===== config.mk =====
export PLATFORM = sky130hd
export DESIGN_NAME = vmf_ctrl
export DESIGN_NICKNAME = d
export VERILOG_FILES = /design/src/sv/vmf_pkg.sv /design/src/sv/vmf_ctrl.sv
export SDC_FILE = /design/constraint.sdc
export NUM_CORES = 1
export LEC_CHECK = 0
export BUFFER_PORTS_ARGS = -buffer_cell sky130_fd_sc_hd__buf_2
export CORE_AREA = 2 2 39 41
export CTS_CLUSTER_DIAMETER = 100
export DETAILED_ROUTE_END_ITERATION = 12
export DIE_AREA = 0 0 41 43
export GPL_TIMING_DRIVEN = 0
export PLACE_DENSITY = 0.53
export SYNTH_ARGS = -nofsm -noshare
export SYNTH_HDL_FRONTEND = slang
export SYNTH_SLANG_ARGS = --single-unit

===== constraint.sdc =====
create_clock -name clock -period 1.8 [get_ports clock]
set_input_delay 0.18 -clock clock [delete_from_list [all_inputs] [get_ports clock]]
set_output_delay 0.18 -clock clock [all_outputs]
set_load 0.01 [all_outputs]

===== src/sv/vmf_pkg.sv =====
package vmf_pkg;

   // configuration register indexes
   localparam logic [2:0] CSR_FILTER_MODE = 3'd0;
   localparam logic [2:0] CSR_LINE_WIDTH  = 3'd1;
   localparam logic [2:0] CSR_H_START     = 3'd2;
   localparam logic [2:0] CSR_H_STEP      = 3'd3;
   localparam logic [2:0] CSR_V_START     = 3'd4;
   localparam logic [2:0] CSR_V_STEP      = 3'd5;
   localparam logic [2:0] CSR_THRESHOLD   = 3'd6;

   // reset values of the configuration registers
   localparam logic [1:0]  RST_FILTER_MODE = 2'd2;
   localparam logic [12:0] RST_LINE_WIDTH  = 13'd1920;
   localparam logic [11:0] RST_H_START     = 12'd399;
   localparam logic [11:0] RST_H_STEP      = 12'd19;
   localparam logic [11:0] RST_V_START     = 12'd178;
   localparam logic [11:0] RST_V_STEP      = 12'd48;
   localparam logic [7:0]  RST_THRESHOLD   = 8'd31;

   // prefilter tap window depth and line counter width
   localparam int TAPS = 6;
   localparam int LCW  = 24;

   // filter modes
   localparam logic [1:0] FM_NONE  = 2'd0;
   localparam logic [1:0] FM_TWO   = 2'd1;
   localparam logic [1:0] FM_THREE = 2'd2;
   localparam logic [1:0] FM_SIX   = 2'd3;

   // controller to datapath commands
   typedef struct packed {
      logic clr_wr;
      logic accept;
      logic cand_rd;
      logic samp_wr;
      logic d_dec;
      logic finish;
   } ctl_cmd_type;

   // datapath to controller status
   typedef struct packed {
      logic clr_last;
      logic cand_hit;
      logic line_end;
      logic d_zero;
      logic frame_last;
      logic rsp_busy;
   } ctl_sts_type;

   // tap offset i of a mode, relative to the filtered column
   function automatic logic signed [2:0] tap_off(input logic [1:0] mode, input int i);
      logic signed [2:0] r;
      r = 3'sd0;
      unique case (mode)
         FM_NONE:  r = 3'sd0;
         FM_TWO:   r = (i == 0) ? -3'sd1 : 3'sd0;
         FM_THREE: r = (i == 0) ? -3'sd1 : ((i == 2) ? 3'sd1 : 3'sd0);
         FM_SIX:   r = 3'(i - 3);
         default:  r = 3'sd0;
      endcase
      return r;
   endfunction

   function automatic logic [2:0] tap_count(input logic [1:0] mode);
      logic [2:0] r;
      unique case (mode)
         FM_NONE:  r = 3'd0;
         FM_TWO:   r = 3'd2;
         FM_THREE: r = 3'd3;
         FM_SIX:   r = 3'd6;
         default:  r = 3'd0;
      endcase
      return r;
   endfunction

   // columns of delay that the right-hand taps add
   function automatic logic [1:0] tap_ahead(input logic [1:0] mode);
      logic [1:0] r;
      unique case (mode)
         FM_NONE:  r = 2'd0;
         FM_TWO:   r = 2'd0;
         FM_THREE: r = 2'd1;
         FM_SIX:   r = 2'd2;
         default:  r = 2'd0;
      endcase
      return r;
   endfunction

   // ceil(2^16 / n); exact quotient for sums below 2^13
   function automatic logic [16:0] recip(input logic [2:0] n);
      logic [16:0] r;
      unique case (n)
         3'd1:    r = 17'd65536;
         3'd2:    r = 17'd32768;
         3'd3:    r = 17'd21846;
         3'd4:    r = 17'd16384;
         3'd5:    r = 17'd13108;
         3'd6:    r = 17'd10923;
         default: r = 17'd0;
      endcase
      return r;
   endfunction

endpackage


===== src/sv/vmf_ctrl.sv =====
module vmf_ctrl (
   input  logic                 clock,
   input  logic                 reset,
   input  logic                 req_valid,
   output logic                 req_ready,
   input  vmf_pkg::ctl_sts_type sts,
   output vmf_pkg::ctl_cmd_type cmd
);
   import vmf_pkg::*;

   localparam logic [2:0] ST_CLEAR = 3'd0;
   localparam logic [2:0] ST_IDLE  = 3'd1;
   localparam logic [2:0] ST_CAND  = 3'd2;
   localparam logic [2:0] ST_WRITE = 3'd3;
   localparam logic [2:0] ST_FIN   = 3'd4;

   logic [2:0] state_ff, state_in;
   logic       more;

   // another candidate column remains at the line end
   assign more = sts.line_end && !sts.d_zero;

   always_comb begin
      state_in  = state_ff;
      cmd       = '0;
      req_ready = 1'b0;
      unique case (state_ff)
         ST_CLEAR: begin
            cmd.clr_wr = 1'b1;
            if (sts.clr_last) state_in = ST_IDLE;
         end
         ST_IDLE: begin
            req_ready = 1'b1;
            if (req_valid) begin
               cmd.accept = 1'b1;
               state_in   = ST_CAND;
            end
         end
         ST_CAND: begin
            if (sts.cand_hit) begin
               cmd.cand_rd = 1'b1;
               state_in    = ST_WRITE;
            end else if (more) begin
               cmd.d_dec = 1'b1;
            end else begin
               state_in = ST_FIN;
            end
         end
         ST_WRITE: begin
            cmd.samp_wr = 1'b1;
            if (more) begin
               cmd.d_dec = 1'b1;
               state_in  = ST_CAND;
            end else begin
               state_in = ST_FIN;
            end
         end
         ST_FIN: begin
            if (!(sts.frame_last && sts.rsp_busy)) begin
               cmd.finish = 1'b1;
               state_in   = ST_IDLE;
            end
         end
         default: state_in = ST_IDLE;
      endcase
   end

   always_ff @(posedge clock) begin
      if (reset) begin
         state_ff <= ST_CLEAR;
      end else begin
         state_ff <= state_in;
      end
   end
endmodule


== After elaboration in Yosys (flattened, before gate mapping) ==
Cells that the tools add are included.

* Equality and inequality tests: 8
* Mux-type cells: 19
* Reduce and logical (&&, ||, !) cells: 5

{| class="wikitable"
|+ Operators by type and width
! kind !! number
|-
| 2-to-1 mux 3 bit || 6
|-
| one-hot mux 3 bit (5 select lines) || 1
|-
| 2-to-1 mux 1 bit || 11
|-
| equality test 3 x 2 -> 1 bit, second input constant || 2
|-
| inequality test 2 bit, second input constant || 3
|-
| AND reduction 4 bit || 1
|-
| equality test 3 x 1 -> 1 bit, second input constant || 1
|-
| equality test 3 bit, second input constant || 1
|-
| logical NOT 3 bit || 1
|-
| inequality test 3 bit, second input constant || 1
|-
| logical AND 1 bit || 2
|-
| one-hot mux 1 bit (2 select lines) || 1
|-
| logical NOT 1 bit || 1
|}

* Flip-flop bits (word level): 3
* Input port bits: 9
* Output and inout bits: 7
* Word-level logic and storage cells: 33

== Longest topological paths before layout ==
Gate-level depths: netlist of run 1.

* Depth after elaboration: 5
* Mapped depth: 4
* Mapped depth without buffers: 3

== Worst setup path after synthesis of run 1 ==
Ideal clock, no wire load.

* Kind: register to output
* From: reg state_ff[2]
* To: out cmd[0] (netlist bit)
* Arrival time: 1023 ps
* Data required time: 1620 ps
* Setup slack: 597 ps
* Stages on the path, launching flop included: 3
* Path buffers: 0
* Cell sequence: dfxtp_1 > or3b_4 > a21oi_1

{| class="wikitable"
|+ RTL lines
! item !! RTL line !! text
|-
| from (decl) || vmf_ctrl.sv:17 || <nowiki>logic [2:0] state_ff, state_in;</nowiki>
|-
| from (signal assigned) || vmf_ctrl.sv:72 || <nowiki>state_ff <= state_in;</nowiki>
|-
| to (decl) || vmf_ctrl.sv:7 || <nowiki>output vmf_pkg::ctl_cmd_type cmd</nowiki>
|}

==> results of run 1 <==
worst max-delay path by stage:
| stage | startpoint | to |
|---|---|---|
| 2_1_floorplan | state_ff[2] | cmd[0] |
| 3_3_place_gp | state_ff[2] | cmd[0] |
| 3_5_place_dp | state_ff[2] | cmd[0] |
| 4_1_cts | state_ff[2] | cmd[0] |
| 5_1_grt | state_ff[2] | cmd[0] |
| 6_report | state_ff[2] | cmd[0] |
per-stage QoR:
step                      worst slack (ns)  utilization
final                                0.262        0.276
after global routing                 0.194        0.276
after CTS                            0.237        0.276
after detailed placement             0.488        0.257
after global placement               0.502        0.257
after floorplan                      0.597            -
cell usage in the layout (no fill, tap or decap):
cell type | Yosys | routed
mux2_1 | 1 | 1
nand3_1 | 1 | 1
nor2b_1 | 2 | 2
nand2_1 | 2 | 2
a211oi_1 | 1 | 1
dfxtp_1 | 3 | 3
o32ai_2 | 1 | 1
o21ai_1 | 1 | 1
and2_1 | 3 | 3
o311a_1 | 2 | 2
clkbuf_1 | 0 | 1
inv_1 | 2 | 2
and3_1 | 1 | 1
o21ai_0 | 1 | 1
and2b_2 | 1 | 1
a21oi_1 | 3 | 3
clkbuf_4 | 0 | 3
nor2_1 | 6 | 6
nor3_1 | 1 | 1
buf_2 | 1 | 16
mux2i_1 | 1 | 1
or3b_4 | 1 | 1
power by group through the flow:
stage	sequential [mW]	combinational, mW	clock, mW
finish	0.0770	0.0709	0.116
global route	0.0777	0.0814	0.126
CTS	0.0770	0.0721	0.123
detailed placement	0.0781	0.0718	0
global placement	0.0777	0.0707	0
floorplan	0.0766	0.0459	0
cell type report:
class                   count  area (µm²)
multi-input cells          29         188
flip-flops and latches      3        60.1
clock buffers               4        26.3
well taps                  16        20.0
plain buffers               1        5.00
fillers                   164        1000
inverters                   2        7.51
repair buffers             15        75.1
routing by layer:
layer  share of wire  vias up  routed length [µm]  track usage
met2            0.55        5                 336        0.150
met1            0.41      126                 247       0.0740
li1                -      162                   -            -
met3           0.039        0                  24       0.0157
met4               0        0                   0       0.0800
met5               0        -                   0            0
cell families after synthesis:
| group | share of synthesized area |
|---|---|
| AO/OA/AOI/OAI | 0.264 |
| flip-flops | 0.231 |
| AND/OR/NAND/NOR | 0.375 |
| buffers and inverters | 0.0481 |
| multiplexers | 0.0817 |
worst max-delay path, delay by kind of cell, from the launching register on:
family	cells	cell delay (ns)
compound gates	1	0.12
buf+inv	1	0.14
flops	1	0.43
simple gates	1	0.44
==> results.md, run 1 <==
* RR Endpoint: state_ff[2]
* Reg2reg path depth at 3
* H-tree levels at 1
* Final wirelength at a little over 600 µm
* Remaining routing DRC violations at 0
* Top Registers: state_ff: 3 flops
* Post-route cell area at between 300 and 400 µm²
* Comb power frac at 0.269
* WL/cell at 8.69 µm
* Fmax at 0.650 GHz
* Final Net Count at between 60 and 70
* Largest Register: state_ff
* Syn Inst Count at 35
* Syn_area_per_cell at 7.44 µm²
* Sequential element share of the synthesized area at 0.231
* P_sw at 0.0743 mW
* First-pass GRT wire length at 1010 µm
* Cts repair resizes at 0
* Clk root buf: clkbuf_4
* Min Tclk post-route at around 1.5 ns
* Most common cell in the netlist: nor2_1
* Slew HR at 0.802
* CTS tree: done
* Number of global-route vias before repair at ~280
* R2R Setup Slk at around 0.59 ns
* Synth unique cells at 20
* Worst path arrival time at between 1 and 1.5 ns
* Initial antenna violation count at 0
* Crit Path Class: flip-flop to primary output
* Yosys warns at 0
* Max cap viols at 0
* Top post-synthesis cells by area: dfxtp_1 23%, nor2_1 8.7%, o311a_1 7.7%, and2_1 7.2%, o32ai_2 6.3%
* Required time of the critical path at 1.62 ns
* Final std cells w/o fill at 70
* Num CTS Buffers at 3
* GR Util All Layers at 0.0863
* DP Cell Count at 66
* Post-synth top cells: 6 x nor2_1, 3 x a21oi_1, 3 x and2_1, 3 x dfxtp_1
* Worst Hold Depth at 2
* Register share of total power at 0.292
* Clock power share at 0.439
* Worst Tran Pin Value at approximately 0.3 ns
* Area leader, netlist: dfxtp_1
* Synth async-reset ratio at 0
* Post-DP HPWL at 505 µm
* Sw Ratio at 0.282
* Clock Skew at 0.000815 ns
* Crit-path slowest cell: or3b_4
* Die width at about 40 µm
* Die area at approximately 1800 µm²
* DR vias at around 290
* TritonRoute pass-1 iters at 4
* Pwr dens at between 600 and 700 nW/µm²
* CORE AREA at between 1000 and 1500 µm²
* Post-synth EDFFs at 0
* Post-CTS Setup Repair Bufs at 0
* Initial Utilization at 0.188
* Share of cells above drive strength 1 at 0.407
* Pleak at between 0.15 and 0.2 nW
* Period utilisation layout at 0.855
* Max reg flops at 3
* Clock latency on the worst-skew pair at between 0.2 and 0.25 ns
* Die height at between 40 and 50 µm
* Unrepaired setup endpoints after global routing: no
* Crit-path max cell delay at between 0.4 and 0.5 ns
* Setup TNS at 0 ns
* Top_reg_cell synth: dfxtp_1
* Final hold slack at between 0.1 and 0.15 ns
* Grt total ovfl at 0
* Area Growth Syn to Fin at 46.6%
* Placement Cell Area at roughly 360 µm²
* Total Power at roughly 0.26 mW
* Top-area cell type share of the netlist area at 0.231
* Count of final hold-check violations at 0
* CP Cell Sequence: or3b_4, a21oi_1, buf_2
* Cts hold-fix bufs at 0
* Slew Viols, Final at 0
* Clock sink total at 3
* Number of port buffers at 15
* I/O Pins at 16
* CTS max path bufs at 2
* Outcome: completed
* Hold path startpoint: reset
* Worst Hold Path EP: state_ff[0]
* DRT antenna net count at 0
* Clock slew at reported path FFs at about 0.040 ns
* Mapped Nets at 44
* Final Setup Violations at 0
* Via density at 4.19
* Worst ir drop on vdd at 244 µV
* Std cell rows at 14
* Setup crit end kind: primary output
* Ant. Diodes at 0
* Placer Congestion at about 0.69
* CP Launch Type: flip-flop
* Largest net degree at the start of global routing at 11
* Worst-path maximum fanout at 7
* Int Pwr at approximately 0.19 mW
* Min-delay worst type: input port to flip-flop
* Mapped Area at about 260 µm²
* Seq cells post-synth at 3
* Origin of the critical flop-to-flop path: state_ff[2]
* DR iter-0 viols at 2
Note: power is estimated with default switching activity, not from simulation.
==> run 2: changes to the inputs <==
--- a/config.mk
+++ b/config.mk
@@ -12,6 +12,7 @@
 export DIE_AREA = 0 0 41 43
 export GPL_TIMING_DRIVEN = 0
 export PLACE_DENSITY = 0.53
+export SETUP_SLACK_MARGIN = 0.5
 export SYNTH_ARGS = -nofsm -noshare
 export SYNTH_HDL_FRONTEND = slang
 export SYNTH_SLANG_ARGS = --single-unit
==> run 2 against run 1 <==
Against the previous run: clock skew hardly changed; die area stayed put; total power increased by 12%; sequential power fell by 3.1%; routed wire length increased by 18%; utilization grew 8.7 points; sequential share of layout area shrank 2.3 points; sequential cell count did not move; non-clock buffer count rose by 9; worst setup slack gained 0.14 ns; first-iteration DRC count up 50%; via count up 16%; critical endpoint unchanged; largest power group unchanged.
==> results.md, run 2 (synthesized netlist as in run 1, its figures left out) <==
* Slew HR at 0.802
* Required time of the critical path at about 1.6 ns
* Number of global-route vias before repair at a little under 300
* Slew Viols, Final at 0
* Area Growth Syn to Fin at 92.8%
* Setup crit end kind: primary output
* Share of cells above drive strength 1 at 0.603
* Std cell rows at 14
* Met2 Usage GRT at 0.156
* Via density at 4.30
* GR Util All Layers at 0.0934
* Final Setup Violations at 0
* Delay-heaviest family, CP: simple AND/OR/NAND/NOR gates
* Max cap viols at 0
* Most frequent cells in the layout: 13 x buf_2, 9 x buf_4, 5 x nor2_1
* Num CTS Buffers at 3
* Placer Congestion at about 0.69
* Clock sink total at 3
* First-pass GRT wire length at around 1100 µm
* Clock Skew at roughly 0.00086 ns
* Die area at ~1800 µm²
* Worst Tran Pin Value at ~0.30 ns
* Largest Register: state_ff
* Post-DP HPWL at 505 µm
* CP Launch Type: flip-flop
* Met1 Track Usage GR at 0.0900
* Top Registers: state_ff: 3 flops
* Die width at roughly 41 µm
* Unrepaired setup endpoints after global routing: yes
* Grt peak-use layer: met2
* Worst ir drop on vdd at ~250 µV
* Final Net Count at 73
* Pleak at about 0.24 nW
* H-tree levels at 1
* CTS max path bufs at 2
* Crit Path Class: flip-flop to primary output
* Worst path arrival time at approximately 1.2 ns
* Clock slew at reported path FFs at about 0.040 ns
* Commonest non-fill, non-tap cell in the layout: buf_2
* Min Tclk post-route at 1.40 ns
* CORE AREA at roughly 1400 µm²
* TritonRoute pass-1 iters at 2
* Period utilisation layout at 0.778
* Ant. Diodes at 0
* WL/cell at a little over 9 µm
* Clock latency on the worst-skew pair at around 0.23 ns
* CP Cell Sequence: or3b_4, a21oi_2, buf_2
* Crit-path max cell delay at a little over 0.4 ns
* DP Cell Count at 66
* DR vias at between 300 and 400
* Min-delay worst type: input port to flip-flop
* Largest net degree at the start of global routing at 11
* Fmax at between 0.7 and 0.8 GHz
* Final std cells w/o fill at between 70 and 80
* CTS tree: done
* Crit-path slowest cell: or3b_4
* Grt total ovfl at 0
* DR iter-0 viols at 3
* Remaining routing DRC violations at 0
* Max reg flops at 3
* Outcome: completed
* I/O Pins at 16
* Count of final hold-check violations at 0
* Setup TNS at 0 ns
* Initial Utilization at 0.188
* Met3 layer usage reported by global route at 0.0157
* Number of port buffers at 15
* Worst-path maximum fanout at 4
* Initial antenna violation count at 0
* CP Buf/Inv Count at 1
* DRT antenna net count at 0
* Die height at around 43 µm
* Pwr dens at a little under 600 nW/µm²
* Clk root buf: clkbuf_4
* Final wirelength at 717 µm
run 2: layout make-up:
cell class                      instances  area, µm²
Timing Repair Buffer                   24        155
Inverter                                2       7.51
Sequential cell                         3       67.6
Clock buffer                            4       26.3
Multi-Input combinational cell         29        214
Buffer                                  1       11.3
Fill cell                             149        882
Tap cell                               16       20.0
run 2: metrics by stage:
stage               total power [mW]  hold slack [ns]  utilization  setup slack, ns  cell area, µm²
CTS                            0.280            0.126        0.307            0.386             425
global route                   0.317            0.136        0.363            0.346             502
detailed placement             0.150            0.372        0.257            0.488             355
finish                         0.295            0.131        0.363            0.399             502
global placement               0.148            0.373        0.257            0.502             355
floorplan                      0.122            0.253            -            0.597             260
run 2: report_power, final:
part           internal [mW]  switching [mW]  leakage (nW)
logic                 0.0588          0.0465         0.203
registers             0.0703         0.00429        0.0261
clock network         0.0829          0.0324        0.0150
total                  0.212          0.0832         0.244
run 2: repair_timing:
item | CTS | global route
pin swaps | 0 | 4
setup endpoints to repair | 5 | 7
resized for setup | 6 | 11
hold buffers | 0 | 0
setup buffers | 4 | 5
run 2: per-layer routing:
layer	wire length, µm	vias to the layer above	share of wire
met5	0	-	0
met3	26	0	0.036
met2	414	5	0.58
met1	275	155	0.38
li1	-	180	-
met4	0	0	0
run 2: path summary, 6_finish.rpt:
kind	start	slack [ns]	to	depth (start not counted)
max	state_ff[1]	0.40	cmd[0]	3
min reg2reg	state_ff[2]	0.50	state_ff[0]	2
max reg2reg	state_ff[1]	0.56	state_ff[2]	4
min	reset	0.13	state_ff[0]	2
run 2: worst register-to-register path: stages, from the launching register on:
cell     delay [ns]
dfxtp_4        0.34
or3b_4         0.41
buf_4          0.15
o32ai_2        0.08
o311a_1        0.18
==> run 3: changes to the inputs <==
--- a/config.mk
+++ b/config.mk
@@ -11,7 +11,7 @@
 export DETAILED_ROUTE_END_ITERATION = 12
 export DIE_AREA = 0 0 41 43
 export GPL_TIMING_DRIVEN = 0
-export PLACE_DENSITY = 0.53
+export PLACE_DENSITY = 0.54
 export SETUP_SLACK_MARGIN = 0.5
 export SYNTH_ARGS = -nofsm -noshare
 export SYNTH_HDL_FRONTEND = slang
==> constraint.sdc (replaced) <==
create_clock -name clock -period 1.2 [get_ports clock]
set_input_delay 0.12 -clock clock [delete_from_list [all_inputs] [get_ports clock]]
set_output_delay 0.12 -clock clock [all_outputs]
set_load 0.01 [all_outputs]
==> run 3 against run 2 <==
Against the previous run: the run now ends with setup timing left; sequential power increased by 51%; register-to-register slack got worse by 0.59 ns; first-iteration DRC count increased by 100%; total power increased by 62%; highest routed layer unchanged.
==> results.md, run 3 (synthesized netlist as in run 1, its figures left out) <==
* Initial antenna violation count at 0
* Crit Path Class: flip-flop to primary output
* Ant. Diodes at 0
* CP Cell Sequence: or3b_4, a21oi_2, buf_2
* Die height at between 40 and 50 µm
* Largest net degree at the start of global routing at 8
* H-tree levels at 1
* Fmax at roughly 0.76 GHz
* Commonest non-fill, non-tap cell in the layout: buf_2
* Count of final hold-check violations at 0
* CTS tree: done
* I/O Pins at 16
* Clock Skew at 0.000771 ns
* Routed length on met3 at ~67 µm
* Slew HR at 0.784
* Setup TNS at -0.184 ns
* DR iter-0 viols at 6
* Clock latency on the worst-skew pair at approximately 0.23 ns
* Unrepaired setup endpoints after global routing: yes
* CORE AREA at between 1000 and 1500 µm²
* Reg2reg path depth at 4
* RR Endpoint: state_ff[2]
* Pwr dens at 887 nW/µm²
* Filler Cell Count at 141
* PnR worst setup slack at -0.124 ns
* Top Metal Used: met3
* Critical path launch point: state_ff[2]
* Clock slew at reported path FFs at 0.04 ns
* Crit-path slowest cell: or3b_4
* Worst-path maximum fanout at 5
* CP Capture Point: cmd[0]
* Remaining routing DRC violations at 0
* Num CTS Buffers at 3
* WL met2 at 420 µm
* Pleak at ~0.25 nW
* CP Buf/Inv Count at 1
* Share of cells above drive strength 1 at 0.742
* CP Launch Type: flip-flop
* Die width at approximately 41 µm
* Worst Tran Pin Value at between 0.3 and 0.4 ns
* Required time of the critical path at approximately 1.1 ns
* Outcome: complete, but fails checks
* Placer Congestion at ~0.72
* Crit-path max cell delay at just under 0.4 ns
* Met1 wire length at between 300 and 400 µm
* Die area at roughly 1800 µm²
* CTS max path bufs at 2
* Final Setup Violations at 6
* Min Tclk post-route at ~1.3 ns
* Grt total ovfl at 0
* Std cell rows at 14
* Initial Utilization at 0.188
* First-pass GRT wire length at 1280 µm
* Final hold slack at roughly 0.077 ns
* Worst Hold Depth at 2
* Max reg flops at 3
* Most frequent cells in the layout: 11 x buf_2, 7 x buf_6, 6 x buf_4
* Via density at ~4.4
* Top Registers: state_ff: 3 flops
* Slew Viols, Final at 0
* Number of global-route vias before repair at approximately 320
* WL/cell at between 10 and 15 µm
* Final Net Count at slightly above 70
* Violated checks: setup timing
* Final wirelength at about 820 µm
* DP Worst Slack at 0.0675 ns
* Min-delay worst type: input port to flip-flop
* Period utilisation layout at 1.10
* TritonRoute pass-1 iters at 3
* Largest Register: state_ff
* Delay-heaviest family, CP: simple AND/OR/NAND/NOR gates
* Clk root buf: clkbuf_4
* GR Util All Layers at 0.114
* Clock sink total at 3
* Total Power at 0.480 mW
* Post-DP HPWL at around 520 µm
* Worst path arrival time at about 1.2 ns
* R2R Setup Slk at -0.03 ns
* Origin of the critical flop-to-flop path: state_ff[2]
* Setup crit end kind: primary output
* Max cap viols at 0
* Worst ir drop on vdd at a little over 600 µV
* Layout Utilization at 0.391
* DRT antenna net count at 0
* Area Growth Syn to Fin at 108%
* Number of port buffers at 15
* WP depth at 3
* DR vias at 344
## run 3: cell types whose count changed in the layout (fill, tap and decap cells not counted), sizes merged
cell and change:
buf -1
## run 3: where the power goes
group          switching (mW)  internal, mW  total (mW)
logic                  0.0804         0.107       0.188
clock network          0.0541         0.125       0.179
registers             0.00667         0.106       0.113
## run 3: layout make-up
cell class | instances | area [µm²] | area share
plain buffers | 1 | 11.3 | 0.0208
clock buffers | 4 | 26.3 | 0.0486
inverters | 2 | 7.51 | 0.0139
multi-input cells | 29 | 239 | 0.442
flip-flops and latches | 3 | 68.8 | 0.127
well taps | 16 | 20.0 | 0.0370
repair buffers | 23 | 168 | 0.310
## run 3: per-stage QoR
step / area [µm²] / instances
finish: 541 / 78
global route: 541 / 78
CTS: 531 / 78
detailed placement: 397 / 66
global placement: 397 / 66
floorplan: 302 / 35
## run 3: worst min-delay path by stage
stage / to / startpoint / slack, ns
6_report: state_ff[0] / reset / 0.08
5_1_grt: state_ff[0] / reset / 0.08
4_1_cts: state_ff[0] / reset / 0.06
3_5_place_dp: state_ff[0] / reset / 0.30
3_3_place_gp: state_ff[0] / reset / 0.30
2_1_floorplan: state_ff[0] / reset / 0.19
## run 3: routing by layer
layer / GRT usage / vias up
met3: 0.0785 / 0
met5: 0 / -
met2: 0.169 / 11
met4: 0.0400 / 0
met1: 0.124 / 156
li1: - / 177
## run 3: worst register-to-register path: stages (launching register included)
cell and delay [ns]:
dfxtp_4 0.35, or3b_4 0.39, buf_4 0.16, o32ai_2 0.08, o311a_1 0.19
## run 3: timing repair
action,4_1_cts,5_1_grt
pin swaps,4,3
setup endpoints to repair,10,10
hold buffers,0,0
cloned,0,0
buffers inserted,8,0
gates resized for setup,10,3
